File: config.mk
export PLATFORM = sky130hd
export DESIGN_NAME = spl_cell
export DESIGN_NICKNAME = d
export VERILOG_FILES = /design/src/hdl/spl_pkg.sv /design/src/hdl/spl_cell.sv
export SDC_FILE = /design/constraint.sdc
export NUM_CORES = 1
export LEC_CHECK = 0
export BUFFER_PORTS_ARGS = -buffer_cell sky130_fd_sc_hd__buf_2
export CAP_MARGIN = 10
export CORE_MARGIN = 4
export CORE_UTILIZATION = 42
export CTS_CLUSTER_SIZE = 25
export DETAILED_ROUTE_END_ITERATION = 8
export GPL_ROUTABILITY_DRIVEN = 0
export GPL_TIMING_DRIVEN = 1
export PLACE_DENSITY = 0.79
export SLEW_MARGIN = 30
export SYNTH_ARGS = -nofsm -noshare
export SYNTH_HDL_FRONTEND = slang
export SYNTH_SLANG_ARGS = --single-unit
File: constraint.sdc
create_clock -name clk -period 4 [get_ports clk]
set_input_delay 0.2 -clock clk [delete_from_list [all_inputs] [get_ports clk]]
set_output_delay 0.2 -clock clk [all_outputs]
set_load 0.02 [all_outputs]
File: src/hdl/spl_pkg.sv
`timescale 1ns / 1ps
`default_nettype none
// ----------------------------------------------------------------------------
// spl_pkg
// Shared widths, codes and structs for the sorted point list.
// ----------------------------------------------------------------------------
package spl_pkg;

  localparam int CAPACITY   = 64;
  localparam int COORD_BITS = 16;
  localparam int ID_BITS    = 16;
  localparam int CNT_W      = $clog2(CAPACITY + 1);
  localparam int DIST_W     = COORD_BITS + 1;

  localparam int OP_W       = 2;
  localparam int STATUS_W   = 2;
  localparam int CFG_IDX_W  = 2;

  localparam int IN_BITS    = OP_W + 2 * COORD_BITS + ID_BITS;
  localparam int IN_TDATA_W = ((IN_BITS + 7) / 8) * 8;
  localparam int OUT_BITS   = STATUS_W + 1 + ID_BITS + 7;
  localparam int OUT_TDATA_W = ((OUT_BITS + 7) / 8) * 8;

  // operation codes
  localparam logic [OP_W-1:0] OP_INSERT = 2'd0;
  localparam logic [OP_W-1:0] OP_REMOVE = 2'd1;
  localparam logic [OP_W-1:0] OP_SEARCH = 2'd2;

  // status codes
  localparam logic [STATUS_W-1:0] STATUS_DONE = 2'd0;
  localparam logic [STATUS_W-1:0] STATUS_FULL = 2'd1;
  localparam logic [STATUS_W-1:0] STATUS_MISS = 2'd2;

  // configuration register indexes
  localparam logic [CFG_IDX_W-1:0] REG_ANCHOR_A = 2'd0;
  localparam logic [CFG_IDX_W-1:0] REG_ANCHOR_B = 2'd1;
  localparam logic [CFG_IDX_W-1:0] REG_TIE_ORDER = 2'd2;

  typedef struct packed {
    logic signed [COORD_BITS-1:0] x;
    logic signed [COORD_BITS-1:0] y;
    logic [ID_BITS-1:0]           id;
  } spl_entry_t;

  // values broadcast to every cell
  typedef struct packed {
    spl_entry_t                   pt;      // new point (id = assigned id)
    logic [ID_BITS-1:0]           key;     // lookup key
    logic signed [COORD_BITS-1:0] center;
    logic [DIST_W-1:0]            dn;      // |new x - center|
    logic                         tie_order;
  } spl_bcast_t;

  // per-cell update controls
  typedef struct packed {
    logic load_new;
    logic take_left;
    logic take_right;
  } spl_cell_ctl_t;

endpackage
`default_nettype wire

File: src/hdl/spl_cell.sv
`timescale 1ns / 1ps
`default_nettype none
// ----------------------------------------------------------------------------
// spl_cell
// One list slot: holds a point, compares it with the broadcast request and
// shifts to or from its neighbors.
// ----------------------------------------------------------------------------
module spl_cell
  import spl_pkg::*;
(
  input  wire logic          clk,
  input  wire spl_bcast_t    bcast,
  input  wire spl_cell_ctl_t ctl,
  input  wire spl_entry_t    left_ent,
  input  wire spl_entry_t    right_ent,
  output spl_entry_t         ent,
  output logic               ahead,    // new point goes in front of this one
  output logic               match     // stored id equals key
);

  logic signed [DIST_W-1:0] diff;
  logic [DIST_W-1:0]        de;

  always_comb begin
    diff = {ent.x[COORD_BITS-1], ent.x} - {bcast.center[COORD_BITS-1], bcast.center};
    de   = diff[DIST_W-1] ? DIST_W'(-diff) : DIST_W'(diff);
    if (bcast.pt.y != ent.y) begin
      ahead = bcast.pt.y < ent.y;
    end else if (bcast.tie_order) begin
      ahead = bcast.dn < de;
    end else begin
      ahead = bcast.dn > de;
    end
    match = ent.id == bcast.key;
  end

  always_ff @(posedge clk) begin
    if (ctl.load_new) begin
      ent <= bcast.pt;
    end else if (ctl.take_left) begin
      ent <= left_ent;
    end else if (ctl.take_right) begin
      ent <= right_ent;
    end
  end

endmodule
`default_nettype wire

# == Word-level counts from Yosys, hierarchy flattened ==
# Index checks and enable logic that the tools add are counted.
# op_classes
n_addsub,2
order_cmp,3
n_eq_ne,2
muxes,6
reduce_logical,1
# ops
cell,count
$mux W48,3
$gt A17 B17 Y1,1
$lt A17 B17 Y1,1
$mux W17,1
$neg A17 Y17,1
$sub A16 B16 Y17,1
$eq A16 B16 Y1,1
$lt A16 B16 Y1,1
$ne A16 B16 Y1,1
$reduce_bool A3 Y1,1
$mux W1,2
# totals
regBits,48
in_bits,198
out_inout_bits,50
elab_cells,17

# == Longest topological paths before layout ==
# logic_depth
depth_word,6
mapped_depth,21
depth_no_buf,20

# == Worst setup path after synthesis ==
# No wires, ideal clock.
# synth_path
kind,register to output
from,register ent[32] in the netlist's numbering
to,output port ahead
arrival_time_ns,4.259
required_ns,3.800
setup_slack_ns,-0.459
stages_incl_launch_ff,20
path_buffers,0
cell_sequence,edfxtp_1 > inv_1 > ha_1 > fa_1 > nand2b_1 > a21oi_1 > xor2_1 > or2_2 > or4_1 > nand3b_1 > o31ai_1 > xor2_1 > ha_1 > a21o_1 > a21oi_1 > o211ai_1 > o211ai_1 > nand3_1 > mux2i_1 > mux2i_1
# synth_via
elab_chain_len,6
elab_cells_between_ends,7
cone_classes,add/sub (2); order compare (2); mux (3)
# synth_rtl
item,line,text
from (decl),spl_cell.sv:16,"output spl_entry_t ent,"
from (signal assigned),spl_cell.sv:39,ent <= bcast.pt;
from (signal assigned),spl_cell.sv:41,ent <= left_ent;
from (signal assigned),spl_cell.sv:43,ent <= right_ent;
$sub A16 B16 Y17 (*),spl_cell.sv:25,"diff = {ent.x[COORD_BITS-1], ent.x} - {bcast.center[COORD_BITS-1], bcast.center};"
$neg A17 Y17,spl_cell.sv:26,de = diff[DIST_W-1] ? DIST_W'(-diff) : DIST_W'(diff);
$mux W17 (*),spl_cell.sv:26,
$gt A17 B17 Y1 or $lt A17 B17 Y1 (tied branches),"spl_cell.sv:32, spl_cell.sv:30",
$mux W1 (*),spl_cell.sv:29,end else if (bcast.tie_order) begin
$mux W1 (*),spl_cell.sv:27,if (bcast.pt.y != ent.y) begin
to (decl),spl_cell.sv:17,"output logic ahead,"
# Every way passes the cells marked *; elsewhere a longest branch is shown, timed or not.

# == Worst setup path in the final report ==
# Same ends and word-level chain as after synthesis.

==> flow_summary.json <==
{
  "remaining_drc_errors": 0,
  "synthTopCellsByCount": "sky130_fd_sc_hd__o21ai_0, sky130_fd_sc_hd__nand2_1, sky130_fd_sc_hd__mux2i_1",
  "worstMarginPinSlew_ps": 808,
  "detail_route.iter0.violations": 201,
  "drt-total-wl_um": 14400,
  "max-vdd-ir-drop_mv": 0.232,
  "htreeDepth": 2,
  "cts-root-buf": "sky130_fd_sc_hd__clkbuf_8",
  "run_status": "finished, violations left",
  "detailedPlacementHpwl_um": 11900,
  "pin_count_of_the_biggest_net_entering_global_routing": 97,
  "die_area_um2": 12500,
  "power_per_cell_area_nw_per_um2": 343,
  "synthArstFlopShare_pct": 0,
  "critical_path_peak_fanout": 3,
  "numCtsBuffers": 5,
  "worst_path_cell_chain": "inv_1 > ha_2 > fa_2 > nand2b_4 > a21oi_4 > xor2_2 > or2_4 > or4_4 > nand3b_1 > buf_6 > o41ai_4 > xnor2_1 > ha_1 > nand4_1 > nor2_2 > a21oi_1 > nand3_2 > mux2i_4 > mux2i_2 > buf_4",
  "failed_checks": "negative setup slack",
  "drtAntennaViolNets": 0,
  "synth_area_per_cell_um2": 9.15,
  "register_bit_count_reported_by_yosys": 48,
  "cts_tree": "done",
  "finalSetupTns_ps": -909,
  "clkTransAtPathRegs_ps": 110,
  "setup_repair_after_global_routing_missed_its_margin": "yes",
  "finalHoldViolCount": 0,
  "postLayoutSetupSlackWorst_ps": -909,
  "primary_flip_flop_cell_chosen_by_synthesis_mapping": "sky130_fd_sc_hd__edfxtp_1",
  "p_leak_nw": 3.33,
  "max_freq_mhz": 204,
  "syn_nets": 745,
  "ys_top_cells_by_area": "sky130_fd_sc_hd__edfxtp_1, sky130_fd_sc_hd__ha_1, sky130_fd_sc_hd__mux2i_1",
  "setup.worst_path.class": "reg2out",
  "postLayoutCellArea_um2": 6500,
  "synthDominantCellAreaShare_pct": 31.8,
  "flip_flop_count_of_the_largest_register_all_copies_and_words_added": 48,
  "rows": 37,
  "clock_tree.buffer_depth": 2,
  "timing.max_cap.violations": 0,
  "setup_crit_start_kind": "register",
  "nets": 1034,
  "relSlewSlack_pct": 46.1,
  "coreArea_um2": 10400,
  "via_count_of_the_first_global_routing_pass": 5146,
  "placed_cell_area_um2": 6320,
  "synthesized_cell_area_um2": 4540,
  "critical_path.slowest_cell": "sky130_fd_sc_hd__or4_4",
  "synthDistinctLibCells": 45,
  "max_stage_delay_ps": 510,
  "grt_pass1_wl_um": 23200,
  "timing.critical_path.to_type": "output port",
  "clock_sink_count": 48,
  "post_drt_via_cell_ratio": 5.18,
  "drv_slew": 0,
  "ioPinCount": 248,
  "post-route-period-util_pct": 123,
  "layout_min_cycle_time_ps": 4910,
  "netlist_instances": 496,
  "chipHeight_um": 112,
  "number_of_antenna_violations_at_the_first_check_in_global_routing": 4,
  "avgRoutedWirePerCell_um": 15.6,
  "routed-via-count": 4790,
  "firstDrtPassIters": 4,
  "timing.critical_path.arrival_ps": 4710,
  "gr-usage-all-layers_pct": 22.3,
  "cts.hold.buffers_added": 0,
  "post-synth-top-area-cell": "sky130_fd_sc_hd__edfxtp_1",
  "worstPathRequired_ps": 3800,
  "hp_class": "in2reg",
  "initial_utilization_pct": 43.6,
  "fillCellCount": 893,
  "synth-seq-area-share_pct": 31.8,
  "leading_registers_by_flop_count": "ent (48)",
  "ys_warn_count": 0,
  "areaGrowthSynthToFinish_pct": 43.3,
  "final_layout_size_suffix_gt1_share_pct": 42.4,
  "setup_viol": 1,
  "leading_cell_type_by_number_of_instances_after_synthesis": "sky130_fd_sc_hd__o21ai_0",
  "number_of_enable_flip_flop_cells_after_synthesis": 48,
  "die_w_um": 112,
  "top_register": "ent",
  "placement.setup.worst_slack_ps": -617,
  "numPortBuffers": 247,
  "grt.overflow.total": 0
}
[layout make-up]
class | instances | area, µm² | share of cell area (%)
diodes | 2 | 5.00 | 0.0770
clock buffers | 6 | 72.6 | 1.12
clock inverters | 2 | 16.3 | 0.250
inverters | 38 | 143 | 2.19
multi-input cells | 391 | 3010 | 46.2
flip-flops and latches | 48 | 1440 | 22.2
well taps | 136 | 170 | 2.62
repair buffers | 301 | 1650 | 25.3
[path summary, 6_finish.rpt]
kind       to  depth (start not counted)  slack (ps)       from
max     ahead                         20        -910    ent[32]
min   ent[15]                          3         150  bcast[65]
[layer usage]
metal	GRT usage (%)	up-vias	part of all wire [%]
li1	-	2394	-
met2	43.4	146	55
met3	6.58	28	7.5
met4	6.41	4	1.8
met5	0	-	0.15
met1	22.7	2218	36
[per-stage QoR]
step	utilization [%]	hold WS, ps	power [W]	instances
floorplan	-	387	0.00141	496
global placement	60.6	474	0.00183	911
detailed placement	60.6	482	0.00188	911
CTS	61.9	144	0.00221	921
global route	62.4	154	0.00240	924
finish	62.4	154	0.00223	924
[what timing repair did]
item | 4_1_cts | 5_1_grt
resized for setup | 7 | 9
setup endpoints to repair | 1 | 1
pin swaps | 16 | 3
buffers inserted | 2 | 1
[report_power, final]
| group | internal (W) | switching (W) | total [W] | leakage (nW) |
|---|---|---|---|---|
| clock | 0.000125 | 0.000180 | 0.000305 | 0.0414 |
| sequential | 0.000622 | 0.0000353 | 0.000658 | 0.508 |
| combinational | 0.000617 | 0.000648 | 0.00127 | 2.78 |
[layout by cell type, fill, tap and decap left out, types with 2 or more instances in the layout]
| cell type | count |
|---|---|
| sky130_fd_sc_hd__o2111ai_1 | 2 |
| sky130_fd_sc_hd__nand2b_1 | 5 |
| sky130_fd_sc_hd__o41ai_1 | 3 |
| sky130_fd_sc_hd__a211oi_1 | 3 |
| sky130_fd_sc_hd__buf_2 | 246 |
| sky130_fd_sc_hd__ha_1 | 49 |
| sky130_fd_sc_hd__a21oi_4 | 2 |
| sky130_fd_sc_hd__nor2_1 | 14 |
| sky130_fd_sc_hd__or4_4 | 2 |
| sky130_fd_sc_hd__nand4_1 | 11 |
| sky130_fd_sc_hd__nand3b_1 | 2 |
| sky130_fd_sc_hd__xnor2_1 | 24 |
| sky130_fd_sc_hd__nor2b_1 | 5 |
| sky130_fd_sc_hd__mux2i_1 | 49 |
| sky130_fd_sc_hd__o211ai_1 | 3 |
| sky130_fd_sc_hd__a21o_1 | 10 |
| sky130_fd_sc_hd__nor3_1 | 2 |
| sky130_fd_sc_hd__inv_1 | 38 |
| sky130_fd_sc_hd__nor4_1 | 6 |
| sky130_fd_sc_hd__edfxtp_1 | 48 |
| sky130_fd_sc_hd__o31ai_2 | 2 |
| sky130_fd_sc_hd__diode_2 | 2 |
| sky130_fd_sc_hd__a21oi_1 | 14 |
| sky130_fd_sc_hd__o21a_1 | 4 |
| sky130_fd_sc_hd__clkbuf_8 | 5 |
| sky130_fd_sc_hd__o41ai_4 | 2 |
| sky130_fd_sc_hd__nand3_1 | 7 |
| sky130_fd_sc_hd__xor2_1 | 17 |
| sky130_fd_sc_hd__xor2_2 | 2 |
| sky130_fd_sc_hd__buf_4 | 54 |
| sky130_fd_sc_hd__a2111o_1 | 2 |
| sky130_fd_sc_hd__nand2_1 | 61 |
| sky130_fd_sc_hd__o21ai_0 | 63 |
[logic make-up after synthesis]
| logic type | share of synthesized area (%) |
|---|---|
| simple gates | 13.3 |
| compound gates | 16.2 |
| buf+inv | 4.71 |
| mux | 11.5 |
| fa+ha+maj | 14.2 |
| flops | 31.8 |
| xor+xnor | 8.30 |
[worst max-delay path, delay by kind of cell (launching register included)]
| kind | cells | cell delay, ps |
|---|---|---|
| adders and majority gates | 3 | 860 |
| xor gates and xnor gates | 2 | 220 |
| and+or+nand+nor | 7 | 1650 |
| AOI/OAI and AO/OA | 3 | 530 |
| DFF | 1 | 350 |
| buffers and inverters | 3 | 390 |
| muxes | 2 | 390 |
No activity file was read; power rests on OpenSTA's default activity.
